===== config.mk =====
export PLATFORM = sky130hd
export DESIGN_NAME = cbez_front
export DESIGN_NICKNAME = d
export VERILOG_FILES = /design/src/design/cbez_pkg.sv /design/src/design/cbez_front.sv
export SDC_FILE = /design/constraint.sdc
export NUM_CORES = 1
export LEC_CHECK = 0
export ABC_AREA = 1
export BUFFER_PORTS_ARGS = -buffer_cell sky130_fd_sc_hd__buf_4
export CAP_MARGIN = 40
export CORE_ASPECT_RATIO = 0.75
export CORE_MARGIN = 5
export CORE_UTILIZATION = 44
export DETAILED_ROUTE_END_ITERATION = 10
export HOLD_SLACK_MARGIN = 0.1
export PLACE_DENSITY = 0.87
export SLEW_MARGIN = 20
export SYNTH_ARGS = -nofsm -noshare
export SYNTH_HDL_FRONTEND = slang
export SYNTH_SLANG_ARGS = --single-unit

===== constraint.sdc =====
create_clock -name clock -period 2.2 [get_ports clock]
set_clock_uncertainty 0.1 [all_clocks]
set_input_delay 0.11 -clock clock [delete_from_list [all_inputs] [get_ports clock]]
set_output_delay 0.11 -clock clock [all_outputs]
set_load 0.05 [all_outputs]

===== src/design/cbez_pkg.sv =====
// Shared constants, register index codes and status types for the cubic Bezier evaluator.
package cbez_pkg;

   localparam int COORD_BITS_DEFAULT = 32;
   localparam int FRAC_BITS_DEFAULT  = 16;
   localparam int NUM_CTRL_REGS      = 8;
   localparam int CSR_INDEX_BITS     = 4;
   localparam int QUEUE_DEPTH        = 2;

   typedef enum logic [CSR_INDEX_BITS-1:0] {
      CSR_CTRL0_X = 4'd0,
      CSR_CTRL0_Y = 4'd1,
      CSR_CTRL1_X = 4'd2,
      CSR_CTRL1_Y = 4'd3,
      CSR_CTRL2_X = 4'd4,
      CSR_CTRL2_Y = 4'd5,
      CSR_CTRL3_X = 4'd6,
      CSR_CTRL3_Y = 4'd7
   } csr_index_type;

   typedef struct packed {
      logic full;
      logic empty;
   } queue_stat_type;

endpackage


===== src/design/cbez_front.sv =====
// Front end: accept a parameter, clamp it to one and hand it to the queue.
module cbez_front #(
   parameter int FRAC_BITS = cbez_pkg::FRAC_BITS_DEFAULT
) (
   input  logic                       clock,
   input  logic                       reset,
   input  logic                       start,
   input  logic [FRAC_BITS:0]         param_t,
   input  cbez_pkg::queue_stat_type   q_stat,
   output logic                       busy,
   output logic                       push,
   output logic [FRAC_BITS:0]         push_t
);

   localparam logic [FRAC_BITS:0] T_ONE = {1'b1, {FRAC_BITS{1'b0}}};

   logic               front_valid_ff;
   logic               front_valid_in;
   logic [FRAC_BITS:0] front_t_ff;
   logic [FRAC_BITS:0] clamp_t;
   logic               accept;

   // anything above one is taken as one
   assign clamp_t = (param_t[FRAC_BITS] && (|param_t[FRAC_BITS-1:0])) ? T_ONE : param_t;

   assign push           = front_valid_ff && !q_stat.full;
   assign busy           = front_valid_ff && q_stat.full;
   assign accept         = start && !busy;
   assign front_valid_in = accept || (front_valid_ff && !push);
   assign push_t         = front_t_ff;

   always_ff @(posedge clock) begin
      if (reset) begin
         front_valid_ff <= 1'b0;
      end else begin
         front_valid_ff <= front_valid_in;
      end
   end

   always_ff @(posedge clock) begin
      if (accept) begin
         front_t_ff <= clamp_t;
      end
   end

endmodule


# --- After elaboration in Yosys (flattened, before gate mapping) ---
# Cells that the tools add are included.
word_totals:
  regBits: 18
  inputBits: 22
  word_cells: 12
op_classes:
  reduce_logical: 10
op_table:
  columns: ["cell", "n"]
  rows:
  - ["16-bit OR reduction", 1]
  - ["1-bit logical AND", 5]
  - ["1-bit zero test", 3]
  - ["1-bit logical OR", 1]

# --- Longest topological paths before layout ---
depth:
  word_depth: 5
  mapped_depth: 6
  depth_no_buf: 5

# --- Least setup slack after synthesis ---
# Ideal clock, no wire load.
synth_path:
  path_type: "reg2reg"
  start: "register front_valid_ff"
  end: "register front_t_ff[0] (netlist: push_t[0]) (enable)"
  setup_ns: 0.391
  arrival_ns: 1.380
  path_slack_ns: 0.330
  stages_incl_launch_ff: 4
  path_buffers: 0
  path_cell_list: "dfxtp_1 -> nand2_1 -> inv_1 -> nor2_1"
synth_between:
  elab_chain_len: 3
synth_rtl:
  columns: ["item", "line_no", "text"]
  rows:
  - ["from (decl)", "cbez_front.sv:17", "logic front_valid_ff;"]
  - ["from (signal assigned)", "cbez_front.sv:36", "front_valid_ff <= front_valid_in;"]
  - ["1-bit logical AND", "cbez_front.sv:27", "assign busy = front_valid_ff && q_stat.full;"]
  - ["named net busy", "cbez_front.sv:10", "output logic busy,"]
  - ["1-bit zero test", "cbez_front.sv:28", "assign accept = start && !busy;"]
  - ["1-bit logical AND", "cbez_front.sv:28", null]
  - ["named net accept", "cbez_front.sv:21", "logic accept;"]
  - ["to (signal assigned)", "cbez_front.sv:42", "front_t_ff <= clamp_t;"]
  - ["to (decl)", "cbez_front.sv:19", "logic [FRAC_BITS:0] front_t_ff;"]
# The timed path passes the listed nets, and every way through them passes these cells.
# A chain may end at the register's enable or synchronous reset.

# --- Final worst setup path ---
layout_path:
  start: "input port param_t[3]"
  end: "register front_t_ff[13] (netlist: push_t[13]), data pin"
layout_between:
  elab_chain_len: 2
layout_rtl:
  columns: ["item", "line_no", "text"]
  rows:
  - ["from (decl)", "cbez_front.sv:8", "input logic [FRAC_BITS:0] param_t,"]
  - ["16-bit OR reduction", "cbez_front.sv:24", "assign clamp_t = (param_t[FRAC_BITS] && (|param_t[FRAC_BITS-1:0])) ? T_ONE : param_t;"]
  - ["1-bit logical AND", "cbez_front.sv:24", null]
# No other way between the ends.

==> impl_metrics.ini <==
[final_layout]
utilization_pct = 76.5
syn2layout_area_growth_pct = 60.4
diodes = 0
finalNetCount = 157
post_route_cells_drive_above_1_share_pct = 42.5

[job]
maxCapViolCount = 0

[grt]
track_usage_pct = 17.6
grt_overflow = 0
grt_pass1_vias = 801
grt_max_degree = 18
antenna_found_initial = 0
grt_pass1_wl_mm = 3.55

[clock_tree]
clk_path_buf_depth = 2
cts_root_buf = clkbuf_4
cts_tree = yes
clk_latency_ps = 290
cts_buffers = 3
numClockSinks = 18
clkTransAtPathRegs_ps = 100
htree_levels = 1
cts_setup_buffers = 0

[timing]
grt_setup_unrepaired = no
final.period_utilization_pct = 65.9
slew_violations = 0
worstMarginPinSlew_ps = 264
max_freq_mhz = 689
slew_headroom_pct = 82.4
hold_viol_final = 0
post-route-min-period_ps = 1450
fin_tns_setup_ps = 0
setup_viol = 0

[critical_path]
critPathMaxFanout = 16
ff2ff_setup_slack_ps = 880
r2r-start = front_valid_ff$_SDFF_PP0_
end_kind = register
reg2reg_to = front_valid_ff$_SDFF_PP0_
worstSetupStartpointType = input port
endpoint = push_t[13]$_SDFFCE_PP0P_
arrival_ps = 1490
critPathLaunch = param_t[3]
rr_worst_depth = 3
worstSetupPathType = in2reg
crit_required_ps = 2240

[floorplanning]
rows = 13
coreArea_um2 = 1770
ios = 41
die_h_um = 48.0
die_x_um = 60.6
dieArea_um2 = 2910
initial_core_util_pct = 47.7

[yosys]
netlist_top_cells_count = inv_1, edfxtp_1, nor2_1, a21oi_2, a21oi_1
ys_ff_latch = 18
ys_seq_area_share_pct = 62.7
synth.avg_cell_area_um2 = 11.1
synth_cells = 76
yosys.area.top_type_share_pct = 60.4
async_reset_ff_share_pct = 0
ys_top_cells_by_area = edfxtp_1, a21oi_2, inv_1
syn_nets = 98
synth_edf_count = 17
syn_area_um2 = 846
synth_warnings = 0
yosysUniqueCellTypes = 13
synthFlopType = edfxtp_1
yosysTopAreaCell = edfxtp_1
yosysMostFrequentCell = inv_1

[min_path]
min_path_type = in2reg

[placement]
gp_congestion = 0.722
hpwl_mm = 1.43
numPortBuffers = 39

[pwr]
ir_drop_mv = 0.521
power_density_nw_per_um2 = 605
p_leak_nw = 0.643

[drt]
drt_first_pass_iters = 4
wl_per_cell_um = 14.2
finalWirelength_mm = 2.22
ant_nets = 0
initialDrtViolationCount = 19
drc_errors = 0
routed_via_density = 4.75
vias = 741

[outcome]
status = completed
==> worst max-delay path, stage by stage <==
cell           delay [ps]
dlygate4sd3_1         540
buf_4                 140
nor2_1                120
nand2_1                70
nor2_2                130
nand2_4               180
a21oi_2               190
==> power breakdown <==
part           leakage (nW)  total, mW  switching [mW]  internal (mW)
clock network        0.0210      0.197          0.0966          0.101
logic                 0.444      0.217           0.132         0.0848
registers             0.178      0.406         0.00642          0.400
==> timing repair <==
| action | in CTS | in global routing |
|---|---|---|
| hold buffers | 18 | 0 |
| resized for setup | 0 | 0 |
| hold endpoints to repair | 17 | 0 |
==> through the flow <==
stage / total power [mW] / instance area, um2 / setup slack (ps) / std cells / hold WS (ps)
2_1_floorplan: 0.530 / 846 / 330 / 76 / 79.1
3_3_place_gp: 0.597 / 1140 / 1050 / 134 / 163
3_5_place_dp: 0.603 / 1140 / 1000 / 134 / 182
4_1_cts: 0.822 / 1360 / 773 / 156 / 112
5_1_grt: 0.851 / 1360 / 677 / 156 / 110
6_report: 0.820 / 1360 / 750 / 156 / 118
==> state kept, by name, indices dropped and copies added, names as in the netlist <==
register,count
push_t,17
front_valid_ff,1
==> worst min-delay path by stage <==
stage                     slack [ps]  cells after the start   startpoint                         to
after floorplan                   80                      1        reset  front_valid_ff$_SDFF_PP0_
after global placement           160                      2        reset  front_valid_ff$_SDFF_PP0_
after detailed placement         180                      2        reset  front_valid_ff$_SDFF_PP0_
after CTS                        110                      1  param_t[16]   push_t[16]$_SDFFCE_PP1P_
after global routing             110                      1  param_t[16]   push_t[16]$_SDFFCE_PP1P_
final                            120                      1  param_t[16]   push_t[16]$_SDFFCE_PP1P_
==> cell usage in the layout, fill, tap and decap left out, drive strengths merged <==
cell / count
edfxtp: 17
clkbuf: 4
buf: 40
nand2: 6
dfxtp: 1
nor2: 12
dlygate4sd3: 18
inv: 19
a21oi: 17
==> cell families after synthesis <==
logic type / share of synthesized area (%)
buffers and inverters: 12.4
AND/OR/NAND/NOR: 9.47
flip-flops: 62.7
AO/OA/AOI/OAI: 15.4
==> routing by layer <==
metal | vias up | track usage, % | routed length (um)
met5 | - | 0 | 0
met4 | 0 | 9.52 | 81
li1 | 359 | - | -
met2 | 34 | 35.2 | 1210
met1 | 340 | 16.0 | 743
met3 | 8 | 5.39 | 189
==> cell type report <==
type                            instances  area, um2
Clock buffer                            4       36.3
Fill cell                             109        417
Inverter                               19       71.3
Multi-Input combinational cell         35        210
Sequential cell                        18        531
Tap cell                               22       27.5
Timing Repair Buffer                   58        480
Note: power is estimated with default switching activity, not from simulation.
