===== src/design/cbez_pkg.sv =====
// Shared constants, register index codes and status types for the cubic Bezier evaluator.
package cbez_pkg;

   localparam int COORD_BITS_DEFAULT = 32;
   localparam int FRAC_BITS_DEFAULT  = 16;
   localparam int NUM_CTRL_REGS      = 8;
   localparam int CSR_INDEX_BITS     = 4;
   localparam int QUEUE_DEPTH        = 2;

   typedef enum logic [CSR_INDEX_BITS-1:0] {
      CSR_CTRL0_X = 4'd0,
      CSR_CTRL0_Y = 4'd1,
      CSR_CTRL1_X = 4'd2,
      CSR_CTRL1_Y = 4'd3,
      CSR_CTRL2_X = 4'd4,
      CSR_CTRL2_Y = 4'd5,
      CSR_CTRL3_X = 4'd6,
      CSR_CTRL3_Y = 4'd7
   } csr_index_type;

   typedef struct packed {
      logic full;
      logic empty;
   } queue_stat_type;

endpackage


===== src/design/cbez_queue.sv =====
// Short queue between the front end and the evaluation pipeline.
module cbez_queue #(
   parameter int WIDTH = cbez_pkg::FRAC_BITS_DEFAULT + 1
) (
   input  logic                      clock,
   input  logic                      reset,
   input  logic                      push,
   input  logic [WIDTH-1:0]          push_data,
   input  logic                      pop,
   output logic [WIDTH-1:0]          pop_data,
   output cbez_pkg::queue_stat_type  q_stat
);

   localparam int DEPTH = cbez_pkg::QUEUE_DEPTH;
   localparam int PTRW  = $clog2(DEPTH);
   localparam int CNTW  = $clog2(DEPTH + 1);

   logic [WIDTH-1:0] entry_ff [DEPTH];
   logic [PTRW-1:0]  wr_ptr_ff, wr_ptr_in;
   logic [PTRW-1:0]  rd_ptr_ff, rd_ptr_in;
   logic [CNTW-1:0]  count_ff, count_in;
   logic             do_push;
   logic             do_pop;

   assign q_stat.full  = (count_ff == CNTW'(DEPTH));
   assign q_stat.empty = (count_ff == '0);

   assign do_push = push && !q_stat.full;
   assign do_pop  = pop && !q_stat.empty;

   assign wr_ptr_in = !do_push ? wr_ptr_ff :
                      (wr_ptr_ff == PTRW'(DEPTH - 1)) ? '0 : wr_ptr_ff + 1'b1;
   assign rd_ptr_in = !do_pop ? rd_ptr_ff :
                      (rd_ptr_ff == PTRW'(DEPTH - 1)) ? '0 : rd_ptr_ff + 1'b1;

   always_comb begin
      count_in = count_ff;
      if (do_push && !do_pop) begin
         count_in = count_ff + 1'b1;
      end else if (do_pop && !do_push) begin
         count_in = count_ff - 1'b1;
      end
   end

   assign pop_data = entry_ff[rd_ptr_ff];

   always_ff @(posedge clock) begin
      if (reset) begin
         wr_ptr_ff <= '0;
         rd_ptr_ff <= '0;
         count_ff  <= '0;
      end else begin
         wr_ptr_ff <= wr_ptr_in;
         rd_ptr_ff <= rd_ptr_in;
         count_ff  <= count_in;
      end
   end

   always_ff @(posedge clock) begin
      if (do_push) begin
         entry_ff[wr_ptr_ff] <= push_data;
      end
   end

   // the front end never offers a transaction into a full queue
   a_no_push_full: assert property (@(posedge clock) disable iff (reset)
      push |-> !q_stat.full)
      else $error("push into full queue");

   a_push_fills: assert property (@(posedge clock) disable iff (reset)
      (push && !pop) |=> !q_stat.empty)
      else $error("queue empty after push");

endmodule


===== config.mk =====
export PLATFORM = sky130hd
export DESIGN_NAME = cbez_queue
export DESIGN_NICKNAME = d
export VERILOG_FILES = /design/src/design/cbez_pkg.sv /design/src/design/cbez_queue.sv
export SDC_FILE = /design/constraint.sdc
export NUM_CORES = 1
export LEC_CHECK = 0
export BUFFER_PORTS_ARGS = -buffer_cell sky130_fd_sc_hd__buf_2
export CORE_MARGIN = 5
export CORE_UTILIZATION = 54
export DETAILED_ROUTE_END_ITERATION = 8
export GPL_TIMING_DRIVEN = 1
export PLACE_DENSITY = 0.89
export SETUP_SLACK_MARGIN = 0.1
export SYNTH_ARGS = -nofsm -noshare
export SYNTH_HDL_FRONTEND = slang
export SYNTH_SLANG_ARGS = --single-unit
export TNS_END_PERCENT = 20

===== constraint.sdc =====
create_clock -name clock -period 3.3 [get_ports clock]
set_clock_uncertainty 0.1 [all_clocks]
set_input_delay 0.66 -clock clock [delete_from_list [all_inputs] [get_ports clock]]
set_output_delay 0.66 -clock clock [all_outputs]
set_load 0.005 [all_outputs]

; ---- After elaboration in Yosys (flattened, before gate mapping)
; Memories as Yosys holds them, arrays and structs flattened. A register that Yosys moved wholly into a read port is not among the register bits.
; Index checks and enable logic that the tools add are counted.
[totals]
mem_bits_rw = 34
memories = 1
reg_bits = 4
in_bits = 21
[classes]
n_eq_ne = 1
mux = 8
reduce_logical = 10
n_addsub = 4
[mem_list]
columns = name, words, width, read_ports, rd_clocked_by_memory_dff, wr, line
row1 = entry_ff, 2, 17, 1, 1, 1, cbez_queue.sv:18  ; logic [WIDTH-1:0] entry_ff [DEPTH];
[op_table]
columns = op, n
row1 = 1-bit two-way mux, 6
row2 = 1-bit logical AND, 4
row3 = 1-bit zero test, 4
row4 = 2-bit two-way mux, 2
row5 = "1-bit adder, second input constant", 2
row6 = "2-bit by 1-bit adder with 2-bit output, second input constant", 1
row7 = "2-bit equality test, second input constant", 1
row8 = 2-bit zero test, 1
row9 = 2-bit nonzero test, 1
row10 = "2-bit by 1-bit subtractor with 2-bit output, second input constant", 1

; ---- Longest topological paths before layout
; Gate-level depths: netlist of the first run.
[depth]
depth_word = 7
mapped_depth = 6
depth_no_buf = 6

; ---- Least setup slack after synthesis of the first run
; No wires, ideal clock.
[synth_path]
kind = input-to-reg
from = input port push
to = memory entry_ff[0][0] in the netlist's numbering (enable)
path_buffers = 0
cell_stages = 3
setup_slack_ns = 1.420
arrival_time_ns = 1.411
setup_ns = 0.369
t_required_ns = 2.831
path_cell_list = inv_1 -> or3_1 -> inv_1
[synth_between]
elab_chain_cells = 3
[synth_lines]
columns = element, line
row1 = start: declaration, cbez_queue.sv:7  ; input logic push,
row2 = 1-bit logical AND, cbez_queue.sv:28  ; assign do_push = push && !q_stat.full;
row3 = 1-bit two-way mux, cbez_queue.sv:60  ; if (do_push) begin
row4 = 1-bit two-way mux (implied by the code), cbez_queue.sv:61  ; entry_ff[wr_ptr_ff] <= push_data;
row5 = end: declaration, cbez_queue.sv:18
; Every way passes these cells.

==> results of run 1 <==
## worst max-delay path, delay by kind of cell, from the launching register on
kind                   cells  cell delay, ps
buffers and inverters      1             130
flip-flops                 1             790
multiplexers               1             410
## layout make-up
class / instances / share of cell area (%)
repair buffers: 39 / 11.27
multi-input cells: 35 / 17.41
flip-flops and latches: 39 / 64.74
inverters: 2 / 0.4335
well taps: 30 / 2.168
clock buffers: 8 / 3.974
## cell families (layout without fill, tap and decap cells)
family          count (synthesis)  in the layout
compound gates                  5              5
xor+xnor                        3              3
fa+ha+maj                       1              1
buf+inv                         4             49
flops                          39             39
mux                            17             17
simple gates                    9              9
## power by group
group | total, mW | internal, mW | switching [mW]
Sequential | 0.680 | 0.624 | 0.0554
Combinational | 0.300 | 0.166 | 0.135
Clock | 0.262 | 0.125 | 0.136
## per-layer routing
layer	global-route usage (%)	up-vias	wire [um]
met4	3.636	0	0
li1	-	383	-
met1	15.08	357	920
met2	22.42	29	1153
met3	7.338	0	238
met5	0	-	0
## worst max-delay path by stage
stage,startpoint,to,slack (ps),depth (start not counted)
6_report,flop,pop_data[14],880,2
5_1_grt,flop,pop_data[16],750,2
4_1_cts,flop,pop_data[1],830,2
3_5_place_dp,push,entry_ff[0][2],1170,4
3_3_place_gp,push,entry_ff[0][11],1200,4
2_1_floorplan,push,entry_ff[0][0],1420,3
## sequential cells by signal, indices dropped and copies added (netlist names), named ones only
name and flops:
count_ff 2, entry_ff 34, rd_ptr_ff 1, wr_ptr_ff 1
## through the flow
stage	power, mW	utilization, %	worst slack (ps)
final	1.242	68.65	879.0
after global routing	1.316	68.65	751.0
after CTS	1.260	68.65	828.4
after detailed placement	0.9985	65.92	1166
after global placement	0.9790	65.92	1201
after floorplan	0.8723	-	1420
## cells in the final DEF, fill, tap and decap left out
cell type / instances
sky130_fd_sc_hd__dfxtp_1: 5
sky130_fd_sc_hd__edfxtp_1: 34
sky130_fd_sc_hd__buf_2: 39
sky130_fd_sc_hd__clkbuf_8: 2
sky130_fd_sc_hd__and2_1: 1
sky130_fd_sc_hd__ha_1: 1
sky130_fd_sc_hd__nor2_1: 5
sky130_fd_sc_hd__inv_1: 2
sky130_fd_sc_hd__or3_1: 2
sky130_fd_sc_hd__clkbuf_1: 1
sky130_fd_sc_hd__o21ai_0: 3
sky130_fd_sc_hd__xor2_1: 3
sky130_fd_sc_hd__nor2b_2: 1
sky130_fd_sc_hd__a21oi_1: 2
sky130_fd_sc_hd__mux2_2: 17
sky130_fd_sc_hd__clkbuf_4: 5
==> results.txt, run 1 <==
The share of async-settable or async-resettable flops after synthesis is 0%. The path class of the tightest hold or removal check is input port to flop. For this run, the register share of the synthesized area comes to 77.71%. Global routing used 13.48% of the available tracks. Critical path data arrival time: 1660 ps. During I/O placement, the number of pins put on the boundary was 40. The logs give 18 for the maximum number of pins on one net before global-route repair and 100 for the number of nets produced by synthesis. Yosys printed 0 warnings. The parity-gate share of the synthesized area counting xor and xnor cells was 1.821%. The logs give 0 for the number of inserted diodes and 5 for the number of buffers inserted during clock tree synthesis.

The run finished with clean final reports. The via count is 769, and the clock edge transition at the registers on the reported setup and hold paths is 100 ps. The biggest fanout along the worst timing path came out at 17. The row count was 18.

Share of cell area taken by muxes after synthesis: 13.27%. Number of nets at the end of the flow: 144. The element type at the critical path start was a flop. Counting the fill cells in the layout gives 190. The floorplan step defined a die boundary enclosing 3805 um2. The setup check on the worst reg-to-reg path leaves a slack of 1470 ps. The worst register-to-register path begins at count_ff[0].

Counting every sink on the clock net gives 39. In this run, distinct cell masters in the synthesized netlist total 14. Setup violations remaining at the end of the flow were counted as 0.

The compound-cell area share of the yosys netlist is 1.735%, and the routed via count divided by cell count is 5.026. The floorplan step set the die width to 61.69 um. The critical path is of the flop to primary output type.

The global placement routability congestion is 0.6200, and the number of antenna-violating nets in the routed design is 0. Once detailed placement completed, the half-perimeter wirelength came to 1688 um. The main combinational cell family by area after synthesis is multiplexers. The number of enable-type register cells in the synthesized netlist was 34; the instance count along the most critical hold path was 1. The starting density of the core was 57.19%. For the clock latency at the later pin of the worst-skew pair, the log shows 330 ps.

The mapped netlist covers 1443 um2. The critical path goes through mux2_2 > buf_2. The instance count of the mapped netlist came out at 78.

The cell with the most instances after synthesis was sky130_fd_sc_hd__edfxtp_1. The area fraction in and, or, nand and nor cells after synthesis came out at 3.209%. Post-route minimum period: 2421 ps.

The count of non-filler cells in the finished layout came out at 153. STA classifies the critical path endpoint as a primary output. Each instance of the synthesized netlist takes up on average 18.50 um2. The tools report the total count of max-transition violations in the final report as 0.

The first global-routing pass estimated 3539 um of wire. At the pin with the least slew margin, the transition time is 773.6 ps. Leakage power figure: 0.6729 nW. The sequential cells in the finished layout cover a total of 1121 um2.

The tree is rooted in a sky130_fd_sc_hd__clkbuf_4. Growth of design area from synthesis to finish: 20.03%. Derived from the worst setup path, the maximum achievable clock frequency is 413.0 MHz. After detailed routing, the average wire length per cell comes to 15.10 um. The worst stage delay on the critical path was 790 ps. Setup repair after global routing left no endpoint under its margin. In this run the tightest slew margin relative to its limit is 48.43%. The tool flagged a number of max-cap violations equal to 0.

The worst reg2reg path endpoint was entry_ff[0][4]. The fraction of layout cells with a size suffix above 1 works out to 52.03%. From bottom edge to top edge, the die measures 61.69 um.

Summing all multi-input logic gate instances after layout gives 301.5 um2. For the data required time of the worst path, the log shows 2540 ps. Summed over all layers, the routed wires come to 2311 um. The endpoint with the worst hold slack was entry_ff[0][12].

In this run, placement finished with an instance count of 145. For the starting DRC count in detailed routing, the log shows 11. TritonCTS built the clock tree.

The tools report the H-tree depth as 2. The number of buffer cells added on primary ports came out at 39. The primary flip-flop cell chosen by synthesis mapping is sky130_fd_sc_hd__edfxtp_1. Post-detailed-route DRC marker count: 0. For this run, the detailed router's first-pass iteration total came to 4. The worst path uses 73.36% of the clock period. The count of state elements after synthesis came out at 39.

Summed over all instances, the cell type with the most area after synthesis is sky130_fd_sc_hd__edfxtp_1. IR analysis of the VDD net gives a maximum drop of 0.5436 mV. No sink is reached through more buffers than the 2 on the longest clock path. After global routing the overflow that remains totals 0. After Yosys synthesis, full adders, half adders and majority gates account for 0.8673% of the synthesized area. After clock tree synthesis, the flow added hold-fix buffers numbering 0. Across all hold checks on the routed design, the worst slack comes to 407.6 ps. The number of global-route vias before repair was 814. In this run the most critical hold path is launched from push_data[12].

The number of setup buffers added after CTS is 0. The synthesized design devotes to its leading area cell type 70.77% of total area. The number of cells on the worst reg-to-reg path is 3. The commonest cells after synthesis are sky130_fd_sc_hd__edfxtp_1 (34), sky130_fd_sc_hd__mux2_2 (17), sky130_fd_sc_hd__dfxtp_1 (5), sky130_fd_sc_hd__nor2_1 (5).

In this run, post-CTS repair resized a total of 0 instances. The slowest stage of the critical path is the sky130_fd_sc_hd__dfxtp_1 cell. The placeable core region was 2522 um2; the cell area after layout was 1732 um2.

Once placement finished, the instance area stood at 1663 um2. The tools report the number of antenna violations at the first check in global routing as 0. Dividing total power by cell area gives a power density of 717.2 nW/um2. In the final timing run, aggregate negative setup slack is 0 ps. Sorting the synthesized cells by area gives the leading types as sky130_fd_sc_hd__edfxtp_1 (71%), sky130_fd_sc_hd__mux2_2 (13%), sky130_fd_sc_hd__dfxtp_1 (6.9%), sky130_fd_sc_hd__xor2_1 (1.8%), sky130_fd_sc_hd__nor2_1 (1.3%). The tools report the hold violation count in the final report as 0.
(Power assumes the default switching activity.)
==> run 2, diff against run 1 <==
CORE_UTILIZATION = 45   (was 54)
PLACE_DENSITY = 0.8   (was 0.89)
clock period = 2.1 ns   (was 3.3 ns; I/O delays follow)
==> results.txt, run 2 (synthesis gave the netlist of run 1 again) <==
The top cell types in the final layout, fill and taps aside, are sky130_fd_sc_hd__buf_2 (39), sky130_fd_sc_hd__edfxtp_1 (34), sky130_fd_sc_hd__mux2_2 (17). Setup violations remaining at the end of the flow were counted as 0. The number of cells after detailed placement was 162. After filler insertion, the fill cell instance count of the layout stands at 255. After detailed routing, the average wire length per cell comes to 13.82 um.

For this configuration, the core starts out at a cell density of 47.25%. The via count came out at 789. Leaving out filler cells and counting taps, the final layout contains 170. In the final layout, the registers with the most flip-flops are entry_ff x34, count_ff x2. The maximum number of pins on one net before global-route repair is 13. The worst setup path is captured at a primary output.

Routability-driven placement finished with a final weighted congestion of 0.6346. The die covers 4438 um2. The cell type of the slowest stage on the worst timing path is sky130_fd_sc_hd__dfxtp_4. Traced cell by cell, the critical path runs through buf_12 > mux2_2 > buf_2. The run gives 1 as the number of cells upsized or downsized after cts. Total count of max-transition violations in the final report: 0. Measured against its own limit, the worst slew margin works out to 76.03%.

The run gives 3 as the length of the first detailed-routing pass in iterations. The analysis attributes to cell leakage a power of 0.7034 nW. The register with the most flip-flops in the layout has 34 of them.

The cell sitting at the root of the clock tree is a sky130_fd_sc_hd__clkbuf_4. After clock tree synthesis, the clock-pin slew on the worst setup and hold paths is 110 ps. Summing all flip-flop and latch instances after layout gives 1125 um2.

For this design the top-level I/O count stands at 40. In the final layout, the multi-input gates occupy 301.5 um2. Power per unit of standard cell area: 1143 nW/um2. Detailed placement ended at an HPWL of 1782 um. The actual transition at the worst max-transition pin is 359.5 ps. STA puts the critical path data required time at 1580 ps. The run gives 3053 um2 as the placeable core region. The total routing usage reported by global routing is 11.46%. The critical path start-end classification is flop to primary output. The number of inserted diodes is 0.

For this run the aggregate overflow at the end of global routing stands at 0. The worst stage delay on the critical path came out at 420 ps. The number of antenna violations at the first check in global routing was 0. The largest register by flop count is entry_ff. The worst-case IR drop observed on VDD is 0.6856 mV. Setup repair after global routing left no endpoint under its margin. For the worst setup path, the data arrival time is 1360 ps. The count of buffers added on input and output ports is 39. The logs give 0 for the number of buffers added for setup after CTS and 2 for the maximum buffer depth of the clock tree. Buffers inserted to repair hold after CTS numbered 0. The slack of the worst reg-to-reg path was 390 ps.

The die outline height is 66.62 um, and the number of global-route vias before repair is 846. The element type at the critical path start is a flop. The net count of the finished layout is 147. The clock latency at the later pin of the worst-skew pair was 330 ps; the number of cell instances on the worst register-to-register path was 4. The share of the cycle needed by the critical path after routing came out at 89.51%. TritonCTS built the clock tree.

The worst path in the final design needs a cycle of 1880 ps, including I/O delays and setup. The first global-routing pass estimated 3719 um of wire. The worst hold path belongs to the class input port to flop. The growth of design area from synthesis to finish was 26.19%. The count of nets left with antenna violations once routing finished came out at 0. After detailed routing, the number of remaining DRC violations is 0.

For this run, the top clock speed supported by timing is 532.0 MHz. The die is 66.62 um wide. The routed design has 2350 um of wire. The most common cell after layout, fill and taps aside is sky130_fd_sc_hd__buf_2. The run gives 39 as the number of sinks driven by the clock tree. The detailed router finished its first iteration with 69 violations. The hold violation count in the final report was 0; the instance count along the most critical hold path was 1. The run finished with clean final reports. The run gives 0 ps as the setup total negative slack. The tool flagged a number of max-cap violations equal to 0.

The post-route netlist has 53.97% of its cells at a drive strength greater than 1. Using the TritonRoute via totals, the vias-per-cell ratio works out to 4.641. Buffers inserted during clock tree synthesis total 5. The biggest fanout along the worst timing path works out to 11. Row generation in the floorplan step produced 20 rows. The H-tree was split into 2 levels.
==> run 2: final timing paths <==
path / start / end
setup / recovery: flop / pop_data[11]
hold reg to reg: wr_ptr_ff / wr_ptr_ff
hold / removal: push_data[12] / entry_ff[1][12]
setup reg to reg: count_ff[0] / entry_ff[0][15]
==> run 2: per-stage QoR <==
step / worst slack, ps / power (mW) / hold WS, ps / util, % / area (um2)
after floorplan: 460.0 / 1.371 / 351.6 / - / 1443
after global placement: 369.3 / 1.607 / 377.6 / 57.01 / 1740
after detailed placement: 324.8 / 1.633 / 387.1 / 57.01 / 1740
after CTS: 140.5 / 2.112 / 150.2 / 59.55 / 1818
after global routing: 141.0 / 2.210 / 132.8 / 59.63 / 1821
final: 220.3 / 2.080 / 171.5 / 59.63 / 1821
==> run 2: report_power, final <==
group          switching, mW  internal [mW]  leakage, nW
clock                  0.230          0.245       0.0426
combinational          0.242          0.316        0.301
sequential            0.0642          0.984        0.359
==> run 2: critical path: cells and delay by family (launching register included) <==
kind | cells | cell delay (ps)
buf+inv | 2 | 270
flops | 1 | 420
mux | 1 | 340
==> run 2: cell type report <==
type	count	area share [%]
sequential	39	61.79
multi-input combinational	35	16.56
timing repair buffer	42	14.02
tap	44	3.024
clock inverter	3	2.131
clock buffer	5	2.062
inverter	2	0.4124
==> run 2: per-layer routing <==
layer  global-route usage, %  wire [um]  vias up
li1                        -          -      389
met1                   12.56        982      365
met2                   20.05       1146       33
met4                   3.046         21        0
met5                       0          0        -
met3                   5.059        200        2
